==> src/design/vumb_pkg.sv <==
package vumb_pkg;

  // field widths
  localparam int DB_W       = 16;
  localparam int ANG_W      = 15;
  localparam int CFG_DATA_W = 16;
  localparam int CFG_IDX_W  = 1;

  // log2 and dB conversion
  localparam int LEVEL_FRAC_BITS = 20;
  localparam int LOG_STEPS       = 8;
  localparam int STEP_W          = $clog2(LOG_STEPS);
  localparam int OCT_W           = 6;
  localparam int LOG_W           = OCT_W + LOG_STEPS;
  localparam int DB_PER_OCT_Q16  = 394566;
  localparam int MUL_MIN_W       = 20;

  // reset values of the configuration registers
  localparam logic [CFG_DATA_W-1:0]        COEFF_RESET   = 16'd9830;
  localparam logic signed [CFG_DATA_W-1:0] SILENCE_RESET = -16'sd15360;

  // needle scale
  localparam int SCALE_POINTS = 10;
  localparam int SEGS         = SCALE_POINTS - 1;
  localparam int SEG_W        = $clog2(SEGS);
  localparam int OFF_W        = 12;
  localparam int SCALE_FRAC   = 8;
  localparam int DIV_N_W      = 16;

  localparam logic signed [DB_W-1:0] SCALE_DB [SCALE_POINTS] = '{
    -16'sd5120, -16'sd2560, -16'sd1792, -16'sd1280, -16'sd768,
    -16'sd256, 16'sd0, 16'sd256, 16'sd512, 16'sd768
  };
  localparam logic signed [DB_W-1:0] SCALE_ANG [SCALE_POINTS] = '{
    -16'sd12800, -16'sd7168, -16'sd4352, -16'sd2048, 16'sd512,
    16'sd3584, 16'sd6400, 16'sd8448, 16'sd9984, 16'sd12800
  };
  // angle rise of each segment
  localparam logic [15:0] SEG_SLOPE [SEGS] = '{
    16'd5632, 16'd2816, 16'd2304, 16'd2560, 16'd3072,
    16'd2816, 16'd2048, 16'd1536, 16'd2816
  };
  // segment width is k*256: quotient by k as multiply and shift
  localparam logic [15:0] SEG_RECIP [SEGS] = '{
    16'd52429, 16'd43691, 16'd1, 16'd1, 16'd1, 16'd1, 16'd1, 16'd1, 16'd1
  };
  localparam logic [4:0] SEG_SHIFT [SEGS] = '{
    5'd19, 5'd17, 5'd1, 5'd1, 5'd1, 5'd0, 5'd0, 5'd0, 5'd0
  };

  typedef enum logic [CFG_IDX_W-1:0] {
    REG_COEFF   = 1'b0,
    REG_SILENCE = 1'b1
  } cfg_reg_e;

  typedef enum logic [2:0] {
    MUL_SQ  = 3'd0,
    MUL_DB  = 3'd1,
    MUL_SM  = 3'd2,
    MUL_INT = 3'd3,
    MUL_DIV = 3'd4
  } mul_sel_e;

  typedef struct packed {
    logic     load;
    logic     norm_shift;
    logic     mul_en;
    mul_sel_e mul_sel;
    logic     sq_fix;
    logic     tgt_silence;
    logic     tgt_log;
    logic     sm_update;
    logic     seg_load;
    logic     ang_load;
    logic     out_load;
  } vumb_cmd_t;

  typedef struct packed {
    logic m_zero;
    logic m_norm;
    logic clamp;
  } vumb_sts_t;

endpackage

==> src/design/vumb_level_if.sv <==
interface vumb_level_if #(
  parameter int SAMPLE_BITS = 24
) ();
  logic                   valid;
  logic                   ready;
  logic [SAMPLE_BITS-1:0] rms_level;

  modport source (output valid, output rms_level, input ready);
  modport sink (input valid, input rms_level, output ready);
endinterface

==> src/design/vumb_meter_if.sv <==
interface vumb_meter_if import vumb_pkg::*; ();
  logic                    valid;
  logic                    ready;
  logic signed [DB_W-1:0]  level_db;
  logic signed [ANG_W-1:0] needle_angle;

  modport source (output valid, output level_db, output needle_angle, input ready);
  modport sink (input valid, input level_db, input needle_angle, output ready);
endinterface

==> src/design/vu_meter_ballistics_core.sv <==
// channel   dir  handshake      payload
// level_i   in   valid/ready    rms_level (SAMPLE_BITS, unsigned Q4.20)
// meter_o   out  valid/ready    level_db (16, signed Q8.8), needle_angle (15, signed Q7.8)
// cfg       in   cfg_we_i       cfg_idx_i selects coeff or silence floor, cfg_data_i 16 bits
//
// one request at a time; the time from request to result grows with z = leading zeros of
// rms_level, set by the one-bit-a-cycle normalize loop, and with eight squarings on the
// shared multiplier; a clamped level skips interpolation, zero input skips the log steps
// next request is taken in the cycle after the result goes to the output register
// a stalled output holds only the finished result; the core waits in idle until it is free
// async active-low reset loads the default coeff and silence floor, clears the kept level
module vu_meter_ballistics_core import vumb_pkg::*; #(
  parameter int SAMPLE_BITS = 24
) (
  input  logic                  clk_i,
  input  logic                  rst_ni,
  vumb_level_if.sink            level_i,
  vumb_meter_if.source          meter_o,
  input  logic                  cfg_we_i,
  input  logic [CFG_IDX_W-1:0]  cfg_idx_i,
  input  logic [CFG_DATA_W-1:0] cfg_data_i
);

  vumb_cmd_t cmd;
  vumb_sts_t sts;

  // sequencer
  vumb_ctrl u_ctrl (
    .clk_i       (clk_i),
    .rst_ni      (rst_ni),
    .in_valid_i  (level_i.valid),
    .in_ready_o  (level_i.ready),
    .out_valid_o (meter_o.valid),
    .out_ready_i (meter_o.ready),
    .sts_i       (sts),
    .cmd_o       (cmd)
  );

  // log, smoothing and scale datapath
  vumb_dp #(
    .SAMPLE_BITS (SAMPLE_BITS)
  ) u_dp (
    .clk_i          (clk_i),
    .rst_ni         (rst_ni),
    .cmd_i          (cmd),
    .sts_o          (sts),
    .rms_level_i    (level_i.rms_level),
    .cfg_we_i       (cfg_we_i),
    .cfg_idx_i      (cfg_idx_i),
    .cfg_data_i     (cfg_data_i),
    .level_db_o     (meter_o.level_db),
    .needle_angle_o (meter_o.needle_angle)
  );

endmodule

==> src/design/vumb_ctrl.sv <==
module vumb_ctrl import vumb_pkg::*; (
  input  logic      clk_i,
  input  logic      rst_ni,
  input  logic      in_valid_i,
  output logic      in_ready_o,
  output logic      out_valid_o,
  input  logic      out_ready_i,
  input  vumb_sts_t sts_i,
  output vumb_cmd_t cmd_o
);

  typedef enum logic [11:0] {
    S_IDLE   = 12'b000000000001,
    S_NORM   = 12'b000000000010,
    S_SQ     = 12'b000000000100,
    S_SQFIX  = 12'b000000001000,
    S_DB     = 12'b000000010000,
    S_DBUSE  = 12'b000000100000,
    S_SM     = 12'b000001000000,
    S_SMUSE  = 12'b000010000000,
    S_SEG    = 12'b000100000000,
    S_INT    = 12'b001000000000,
    S_DIV    = 12'b010000000000,
    S_DIVUSE = 12'b100000000000
  } state_e;

  localparam logic [STEP_W-1:0] LAST_STEP = STEP_W'(LOG_STEPS - 1);

  state_e            state_q, state_d;
  logic [STEP_W-1:0] step_q, step_d;
  logic              out_valid_q, out_valid_d;
  logic              done_q, done_d;
  logic              out_free;
  logic              in_acc;

  assign out_free    = !out_valid_q || out_ready_i;
  assign in_ready_o  = (state_q == S_IDLE) && !done_q;
  assign in_acc      = in_valid_i && in_ready_o;
  assign out_valid_o = out_valid_q;

  // sequencer
  always_comb begin
    state_d = state_q;
    step_d  = step_q;
    done_d  = done_q;
    cmd_o   = '0;
    cmd_o.mul_sel = MUL_SQ;
    unique case (state_q)
      S_IDLE: begin
        // finished result waits here for the output register
        if (done_q) begin
          if (out_free) begin
            cmd_o.out_load = 1'b1;
            done_d = 1'b0;
          end
        end else if (in_acc) begin
          cmd_o.load = 1'b1;
          state_d = S_NORM;
        end
      end
      S_NORM: begin
        if (sts_i.m_zero) begin
          cmd_o.tgt_silence = 1'b1;
          state_d = S_SM;
        end else if (sts_i.m_norm) begin
          step_d  = '0;
          state_d = S_SQ;
        end else begin
          cmd_o.norm_shift = 1'b1;
        end
      end
      S_SQ: begin
        cmd_o.mul_en  = 1'b1;
        cmd_o.mul_sel = MUL_SQ;
        state_d = S_SQFIX;
      end
      S_SQFIX: begin
        cmd_o.sq_fix = 1'b1;
        step_d = step_q + STEP_W'(1);
        state_d = (step_q == LAST_STEP) ? S_DB : S_SQ;
      end
      S_DB: begin
        cmd_o.mul_en  = 1'b1;
        cmd_o.mul_sel = MUL_DB;
        state_d = S_DBUSE;
      end
      S_DBUSE: begin
        cmd_o.tgt_log = 1'b1;
        state_d = S_SM;
      end
      S_SM: begin
        cmd_o.mul_en  = 1'b1;
        cmd_o.mul_sel = MUL_SM;
        state_d = S_SMUSE;
      end
      S_SMUSE: begin
        cmd_o.sm_update = 1'b1;
        state_d = S_SEG;
      end
      S_SEG: begin
        cmd_o.seg_load = 1'b1;
        if (sts_i.clamp) begin
          done_d  = 1'b1;
          state_d = S_IDLE;
        end else begin
          state_d = S_INT;
        end
      end
      S_INT: begin
        cmd_o.mul_en  = 1'b1;
        cmd_o.mul_sel = MUL_INT;
        state_d = S_DIV;
      end
      S_DIV: begin
        cmd_o.mul_en  = 1'b1;
        cmd_o.mul_sel = MUL_DIV;
        state_d = S_DIVUSE;
      end
      S_DIVUSE: begin
        cmd_o.ang_load = 1'b1;
        done_d  = 1'b1;
        state_d = S_IDLE;
      end
    endcase
  end

  // output valid flag
  always_comb begin
    out_valid_d = out_valid_q;
    if (cmd_o.out_load) begin
      out_valid_d = 1'b1;
    end else if (out_ready_i) begin
      out_valid_d = 1'b0;
    end
  end

  always_ff @(posedge clk_i or negedge rst_ni) begin
    if (!rst_ni) begin
      state_q     <= S_IDLE;
      step_q      <= '0;
      out_valid_q <= 1'b0;
      done_q      <= 1'b0;
    end else begin
      state_q     <= state_d;
      step_q      <= step_d;
      out_valid_q <= out_valid_d;
      done_q      <= done_d;
    end
  end

  a_state_onehot: assert property (@(posedge clk_i) disable iff (!rst_ni)
    $onehot(state_q))
    else $error("state register not one-hot");

  a_load_when_free: assert property (@(posedge clk_i) disable iff (!rst_ni)
    cmd_o.out_load |-> out_free)
    else $error("result loaded over an unread result");

  a_all_steps: assert property (@(posedge clk_i) disable iff (!rst_ni)
    (state_q == S_DB) |-> ($past(state_q) == S_SQFIX && $past(step_q) == LAST_STEP))
    else $error("dB scaling started before all squaring steps");

  a_no_accept_pending: assert property (@(posedge clk_i) disable iff (!rst_ni)
    in_acc |-> !done_q)
    else $error("request taken while a result is still pending");

endmodule

==> src/design/vumb_dp.sv <==
module vumb_dp import vumb_pkg::*; #(
  parameter int SAMPLE_BITS = 24
) (
  input  logic                          clk_i,
  input  logic                          rst_ni,
  input  vumb_cmd_t                     cmd_i,
  output vumb_sts_t                     sts_o,
  input  logic [SAMPLE_BITS-1:0]        rms_level_i,
  input  logic                          cfg_we_i,
  input  logic [CFG_IDX_W-1:0]          cfg_idx_i,
  input  logic [CFG_DATA_W-1:0]         cfg_data_i,
  output logic signed [DB_W-1:0]        level_db_o,
  output logic signed [ANG_W-1:0]       needle_angle_o
);

  localparam int MW = (SAMPLE_BITS + 1 > MUL_MIN_W) ? SAMPLE_BITS + 1 : MUL_MIN_W;
  localparam int PW = 2 * MW;
  localparam int TW = $clog2(SAMPLE_BITS);

  // configuration and kept level
  logic [CFG_DATA_W-1:0]        coeff_q;
  logic signed [CFG_DATA_W-1:0] silence_q;
  logic signed [DB_W-1:0]       smoothed_q;

  // working registers
  logic [SAMPLE_BITS-1:0]  m_q;
  logic [TW-1:0]           top_q;
  logic [LOG_STEPS-1:0]    frac_q;
  logic signed [PW-1:0]    p_q;
  logic signed [DB_W-1:0]  target_q;
  logic [SEG_W-1:0]        seg_q;
  logic [OFF_W-1:0]        off_q;
  logic signed [ANG_W-1:0] angle_q;
  logic signed [DB_W-1:0]  level_db_q;
  logic signed [ANG_W-1:0] needle_q;

  logic signed [OCT_W-1:0] oct;
  logic signed [LOG_W-1:0] log2_val;
  logic [SAMPLE_BITS:0]    m2;
  logic signed [DB_W:0]    diff;
  logic signed [MW-1:0]    mul_a, mul_b;
  logic                    clamp_lo, clamp_hi, found;
  logic [SEG_W-1:0]        seg_d;
  logic [31:0]             quot;

  assign oct      = $signed(OCT_W'(top_q) - OCT_W'(LEVEL_FRAC_BITS));
  assign log2_val = $signed({oct, frac_q});
  assign m2       = p_q[SAMPLE_BITS-1 +: SAMPLE_BITS+1];
  assign diff     = $signed({target_q[DB_W-1], target_q}) -
                    $signed({smoothed_q[DB_W-1], smoothed_q});
  assign quot     = p_q[31:0] >> SEG_SHIFT[seg_q];

  // shared multiplier operands
  always_comb begin
    mul_a = '0;
    mul_b = '0;
    case (cmd_i.mul_sel)
      MUL_SQ: begin
        mul_a = $signed({{(MW-SAMPLE_BITS){1'b0}}, m_q});
        mul_b = $signed({{(MW-SAMPLE_BITS){1'b0}}, m_q});
      end
      MUL_DB: begin
        mul_a = MW'(log2_val);
        mul_b = MW'(DB_PER_OCT_Q16);
      end
      MUL_SM: begin
        mul_a = MW'(diff);
        mul_b = $signed(MW'(coeff_q));
      end
      MUL_INT: begin
        mul_a = $signed(MW'(off_q));
        mul_b = $signed(MW'(SEG_SLOPE[seg_q]));
      end
      MUL_DIV: begin
        mul_a = $signed(MW'(p_q[SCALE_FRAC +: DIV_N_W]));
        mul_b = $signed(MW'(SEG_RECIP[seg_q]));
      end
      default: begin
        mul_a = '0;
        mul_b = '0;
      end
    endcase
  end

  // scale segment lookup for the kept level
  always_comb begin
    clamp_lo = (smoothed_q <= SCALE_DB[0]);
    clamp_hi = (smoothed_q >= SCALE_DB[SCALE_POINTS-1]);
    seg_d    = '0;
    found    = 1'b0;
    for (int i = 0; i < SEGS; i++) begin
      if (!found && smoothed_q <= SCALE_DB[i+1]) begin
        seg_d = SEG_W'(i);
        found = 1'b1;
      end
    end
  end

  assign sts_o.m_zero = (m_q == '0);
  assign sts_o.m_norm = m_q[SAMPLE_BITS-1];
  assign sts_o.clamp  = clamp_lo || clamp_hi;

  // configuration registers and smoothed level
  always_ff @(posedge clk_i or negedge rst_ni) begin
    if (!rst_ni) begin
      coeff_q    <= COEFF_RESET;
      silence_q  <= SILENCE_RESET;
      smoothed_q <= '0;
    end else begin
      if (cfg_we_i) begin
        unique case (cfg_reg_e'(cfg_idx_i))
          REG_COEFF:   coeff_q   <= cfg_data_i;
          REG_SILENCE: silence_q <= $signed(cfg_data_i);
        endcase
      end
      // floor of coeff * diff / 65536, wraps back into range
      if (cmd_i.sm_update) begin
        smoothed_q <= smoothed_q + $signed(p_q[16 +: DB_W]);
      end
    end
  end

  // datapath registers
  always_ff @(posedge clk_i) begin
    if (cmd_i.load) begin
      m_q    <= rms_level_i;
      top_q  <= TW'(SAMPLE_BITS - 1);
      frac_q <= '0;
    end else if (cmd_i.norm_shift) begin
      m_q   <= {m_q[SAMPLE_BITS-2:0], 1'b0};
      top_q <= top_q - TW'(1);
    end else if (cmd_i.sq_fix) begin
      if (m2[SAMPLE_BITS]) begin
        m_q    <= m2[SAMPLE_BITS:1];
        frac_q <= {frac_q[LOG_STEPS-2:0], 1'b1};
      end else begin
        m_q    <= m2[SAMPLE_BITS-1:0];
        frac_q <= {frac_q[LOG_STEPS-2:0], 1'b0};
      end
    end
    if (cmd_i.mul_en) begin
      p_q <= mul_a * mul_b;
    end
    if (cmd_i.tgt_silence) begin
      target_q <= silence_q;
    end else if (cmd_i.tgt_log) begin
      target_q <= $signed(p_q[16 +: DB_W]);
    end
    if (cmd_i.seg_load) begin
      seg_q <= seg_d;
      off_q <= OFF_W'(smoothed_q - SCALE_DB[seg_d]);
      angle_q <= clamp_lo ? ANG_W'(SCALE_ANG[0]) : ANG_W'(SCALE_ANG[SCALE_POINTS-1]);
    end else if (cmd_i.ang_load) begin
      angle_q <= ANG_W'(SCALE_ANG[seg_q] + $signed(DB_W'(quot)));
    end
    if (cmd_i.out_load) begin
      level_db_q <= smoothed_q;
      needle_q   <= angle_q;
    end
  end

  assign level_db_o     = level_db_q;
  assign needle_angle_o = needle_q;

  a_sm_between: assert property (@(posedge clk_i) disable iff (!rst_ni)
    cmd_i.sm_update |=>
      (($past(target_q) >= $past(smoothed_q)) ?
        (smoothed_q >= $past(smoothed_q) && smoothed_q <= $past(target_q)) :
        (smoothed_q <= $past(smoothed_q) && smoothed_q >= $past(target_q))))
    else $error("smoothed level left the old-to-target interval");

  a_mant_norm: assert property (@(posedge clk_i) disable iff (!rst_ni)
    cmd_i.sq_fix |=> m_q[SAMPLE_BITS-1])
    else $error("mantissa lost its leading one after a squaring step");

  a_angle_range: assert property (@(posedge clk_i) disable iff (!rst_ni)
    cmd_i.ang_load |=> (angle_q >= SCALE_ANG[0] && angle_q <= SCALE_ANG[SCALE_POINTS-1]))
    else $error("interpolated angle outside the scale");

endmodule
==> src/flat_wrapper.sv <==
// flat-port wrapper written by rule: the top's interface ports become plain ports
module vu_meter_ballistics_core_flat import vumb_pkg::*;
#(
  parameter int SAMPLE_BITS = 24
)
  (clk_i, rst_ni, cfg_we_i, cfg_idx_i, cfg_data_i, level_i_valid, level_i_rms_level, level_i_ready, meter_o_valid, meter_o_level_db, meter_o_needle_angle, meter_o_ready);
  vumb_level_if #(.SAMPLE_BITS(SAMPLE_BITS)) level_i_i ();
  vumb_meter_if meter_o_i ();
  input  logic clk_i;
  input  logic rst_ni;
  input  logic cfg_we_i;
  input  logic [CFG_IDX_W-1:0] cfg_idx_i;
  input  logic [CFG_DATA_W-1:0] cfg_data_i;
  input wire logic [$bits(level_i_i.valid)-1:0] level_i_valid;
  input wire logic [$bits(level_i_i.rms_level)-1:0] level_i_rms_level;
  output wire logic [$bits(level_i_i.ready)-1:0] level_i_ready;
  output wire logic [$bits(meter_o_i.valid)-1:0] meter_o_valid;
  output wire logic [$bits(meter_o_i.level_db)-1:0] meter_o_level_db;
  output wire logic [$bits(meter_o_i.needle_angle)-1:0] meter_o_needle_angle;
  input wire logic [$bits(meter_o_i.ready)-1:0] meter_o_ready;
  assign level_i_i.valid = level_i_valid;
  assign level_i_i.rms_level = level_i_rms_level;
  assign level_i_ready = level_i_i.ready;
  assign meter_o_valid = meter_o_i.valid;
  assign meter_o_level_db = meter_o_i.level_db;
  assign meter_o_needle_angle = meter_o_i.needle_angle;
  assign meter_o_i.ready = meter_o_ready;
  vu_meter_ballistics_core #(.SAMPLE_BITS(SAMPLE_BITS)) u_core (.clk_i(clk_i), .rst_ni(rst_ni), .level_i(level_i_i), .meter_o(meter_o_i), .cfg_we_i(cfg_we_i), .cfg_idx_i(cfg_idx_i), .cfg_data_i(cfg_data_i));
endmodule
==> config.mk <==
export PLATFORM = sky130hd
export DESIGN_NAME = vu_meter_ballistics_core_flat
export DESIGN_NICKNAME = d
export VERILOG_FILES = /design/src/design/vumb_pkg.sv /design/src/design/vumb_level_if.sv /design/src/design/vumb_meter_if.sv /design/src/design/vu_meter_ballistics_core.sv /design/src/design/vumb_ctrl.sv /design/src/design/vumb_dp.sv /design/src/flat_wrapper.sv
export SDC_FILE = /design/constraint.sdc
export NUM_CORES = 2
export LEC_CHECK = 0
export BUFFER_PORTS_ARGS = -buffer_cell sky130_fd_sc_hd__buf_2
export CAP_MARGIN = 5
export CORE_MARGIN = 4
export CORE_UTILIZATION = 50
export CTS_CLUSTER_DIAMETER = 150
export DETAILED_ROUTE_END_ITERATION = 16
export HOLD_SLACK_MARGIN = 0.06
export PLACE_DENSITY = 0.69
export SYNTH_ARGS = -nofsm -noshare
export SYNTH_HDL_FRONTEND = slang
export SYNTH_SLANG_ARGS = --single-unit
==> constraint.sdc <==
create_clock -name clk_i -period 8 [get_ports clk_i]
set_input_delay 0.8 -clock clk_i [delete_from_list [all_inputs] [get_ports clk_i]]
set_output_delay 0.8 -clock clk_i [all_outputs]
set_load 0.05 [all_outputs]
==> reports/results.tsv <==
stage	metric	value	unit
run_status	outcome	finished with violations	
run_status	failing checks	negative setup slack	
setup_path	Setup CP Type	reg2reg	
floorplanning	starting density of the core	50.5	%
floorplanning	die footprint	0.0735	sq mm
sta	Max Transition Viols Final	0	
sta	setup TNS	-12810	ps
finish	share of cells above drive strength 1	24.2	%
synthesis	ys flop type	edfxtp_1	
clock_network	TritonCTS clock tree	done	
floorplanning	IO Pins	79	
setup_path	crit-path leading delay family	adder cells	
sta	period utilization	110	%
setup_path	Critical-path top delay cell	fa_2	
synthesis	synth unique cells	90	
synthesis	mapped cell area	0.0346	sq mm
sta	tightest hold margin	423	ps
placed_design	GPL Wtd Cong	1.00	
setup_path	Data required, critical path	8280	ps
finish	NumNets Final	5097	
synthesis	register area share after synthesis	18.5	%
sta	Slew @ Worst Pin	1270	ps
floorplanning	Die Height	271	um
placed_design	# port buffers	78	
sta	RSZ-0062 raised after global routing	yes	
setup_path	WP depth	34	
finish	Fillers	5679	
sta	final hold violations	0	
clock_network	CTS clk-pin slew, worst paths	70	ps
sta	min Tclk post-route	8770	ps
clock_network	Clock Tree Buf Depth	3	
finish	area of the multi-input gates	0.0256	sq mm
sta	final setup fails	25	
sta	FMAX	114	MHz
min_path	hold depth	0	
synthesis	post-synth top area cell	fa_1	
route	DRT Wirelength	114000	um
route	DRT Pass-1 Iters	6	
clock_network	root buf cell	clkbuf_16	
floorplanning	core area	0.0686	sq mm
route	Final ANT Viol Nets	0	
clock_network	Clock Latency Late Sink	540	ps
synthesis	Yosys top cell area share	35.9	%
synthesis	top post-synthesis cells by area	fa_1 36%, edfxtp_1 13%, inv_1 8.5%, ha_1 6.8%, nand2_1 4.9%	
sta	fin worst setup slack	-770	ps
synthesis	number of flops mapped to enable cells by yosys	150	
finish	# diodes	0	
clock_network	clock sinks	228	
flow_run	number of max-cap violations	0	
global_routing	initial antenna violation count	1	
placed_design	dpl hpwl	94000	um
setup_path	CP dominant cell by count	fa_2	
sta	clock skew	21.9	ps
global_routing	vias in the first global route	30100	
synthesis	Mapped Avg Cell Area	9.34	sq um
synthesis	Syn. warnings	0	
finish	Reg area	0.00640	sq mm
route	number of DRC markers in iteration 0	2820	
setup_path	Crit path largest cell delay	630	ps
sta	Max transition margin	15.4	%
floorplanning	DIE WIDTH	271	um
synthesis	Yosys reg bits	228	
min_path	worst hold path type	reg2reg	
clock_network	H-tree Lvls	1	
synthesis	Synth top cells by count	785 x inv_1, 621 x fa_1, 449 x nand2_1, 245 x nor2_1, 204 x o21ai_0	
global_routing	Congestion Overflow GR	0	
setup_path	crit end category	flop	
global_routing	largest net degree at the start of global routing	66	
route	DR vias	29000	
clock_network	Num CTS Buffers	22	
setup_path	Startpoint Class	flop	
setup_path	critical path peak fanout	8	
route	DR DRC count	0	
route	vias per cell	5.60	
global_routing	first-pass GRT wire length	174000	um
floorplanning	Rows	96	
setup_path	arrival time worst endpoint	9050	ps
setup_path	Bufs and invs on worst path	6	
synthesis	Synth async-reset ratio	28.5	%
finish	area grow syn2layout	23.0	%
synthesis	Post-Syn Instances	3706	
setup_path	depth of the worst register-to-register path	34	
route	WL/cell	21.9	um
global_routing	Total Routing Usage GR	30.7	%
synthesis	most common cell in the netlist	inv_1	
[layout by cell type, fill, tap and decap left out, drive strengths merged, types with 23 or more instances in the layout]
cell,instances
nor3,27
nor2,245
nand2,456
a21o,32
mux2i,41
xnor2,60
o21ai,212
ha,188
edfxtp,150
fa,621
buf,677
and3,29
xor2,28
mux2,48
nand3,51
nor2b,23
clkbuf,29
dfrtp,54
and2,32
a21oi,177
inv,785
[worst reg2reg max path, delay by kind of cell (launching register included)]
family          cells  cell delay [ps]
compound gates     13             2170
xor+xnor            1              140
fa+ha+maj          10             4530
buf+inv             6              660
flops               1              400
simple gates        4              630
[final cells by class]
| cell class | instances | area share (%) |
|---|---|---|
| clock inverter | 14 | 0.352 |
| timing repair buffer | 680 | 13.3 |
| clock buffer | 26 | 1.42 |
| sequential | 228 | 15.0 |
| multi-input combinational | 2522 | 60.2 |
| inverter | 788 | 6.97 |
| tap | 931 | 2.73 |
[kinds of logic after synthesis]
| kind of cell | after synthesis | share of synthesized area, % |
|---|---|---|
| buffers and inverters | 964 | 11.0 |
| AND/OR/NAND/NOR | 947 | 12.2 |
| adder cells (fa/ha/maj) | 809 | 42.7 |
| AO/OA/AOI/OAI | 569 | 10.0 |
| flip-flops | 228 | 18.5 |
| multiplexers | 99 | 3.40 |
| XOR/XNOR | 88 | 2.23 |
| other | 2 | 0.0217 |
[flip-flops by register name (all words and copies together) (netlist names)]
register	flops
u_core.u_dp.p_q	48
u_core.u_ctrl.out_valid_o	1
u_core.u_ctrl.step_q	3
u_core.u_dp.coeff_q	16
u_core.u_dp.frac_q	8
u_core.u_dp.angle_q	15
u_core.u_dp.needle_angle_o	15
u_core.u_dp.target_q	16
u_core.u_dp.smoothed_q	16
u_core.u_ctrl.done_q	1
u_core.u_dp.off_q	12
u_core.u_dp.seg_q	4
u_core.u_ctrl.state_q	12
u_core.u_dp.m_q	24
u_core.u_dp.silence_q	16
u_core.u_dp.level_db_o	16
u_core.u_dp.top_q	5
[layer usage]
metal | GRT usage [%] | vias to the layer above | share of wire, %
li1 | - | 12700 | -
met1 | 41.9 | 14600 | 39
met2 | 50.7 | 1402 | 47
met3 | 4.72 | 285 | 9.1
met4 | 10.3 | 0 | 4.6
met5 | 0 | - | 0
[through the flow]
stage	setup slack, ps	utilization, %	std cells	instance area (sq um)
after floorplan	-279	-	3714	34900
after global placement	-794	59.0	5117	40400
after detailed placement	-956	59.0	5117	40400
after CTS	-742	60.5	5163	41500
after global routing	-989	62.1	5189	42600
final	-770	62.1	5189	42600
[final timing paths]
| kind | slack [ps] | end | startpoint |
|---|---|---|---|
| min in group asynchronous | 520 | u_core.u_ctrl.out_valid_o$_DFFE_PN0P_ | rst_ni |
| max in group asynchronous | 6870 | u_core.u_dp.smoothed_q[0]$_DFFE_PN0P_ | rst_ni |
| hold / removal | 420 | u_core.u_dp.needle_angle_o[1]$_DFFE_PP_ | u_core.u_dp.angle_q[1]$_SDFFCE_PP0P_ |
| hold reg to reg | 420 | u_core.u_dp.needle_angle_o[1]$_DFFE_PP_ | u_core.u_dp.angle_q[1]$_SDFFCE_PP0P_ |
| setup / recovery | -770 | u_core.u_dp.p_q[46]$_DFFE_PN_ | u_core.u_dp.smoothed_q[0]$_DFFE_PN0P_ |
| setup reg to reg | -770 | u_core.u_dp.p_q[46]$_DFFE_PN_ | u_core.u_dp.smoothed_q[0]$_DFFE_PN0P_ |
[repair_timing]
item / 4_1_cts / 5_1_grt
pin swaps: 9 / 104
hold buffers: 0 / 0
setup endpoints to repair: 29 / 33
setup buffers: 5 / 22
cloned: 1 / 4
resized for setup: 66 / 214
Power is not shown: default switching activity piles up to over one toggle a cycle in this logic, so the estimate is an artifact.
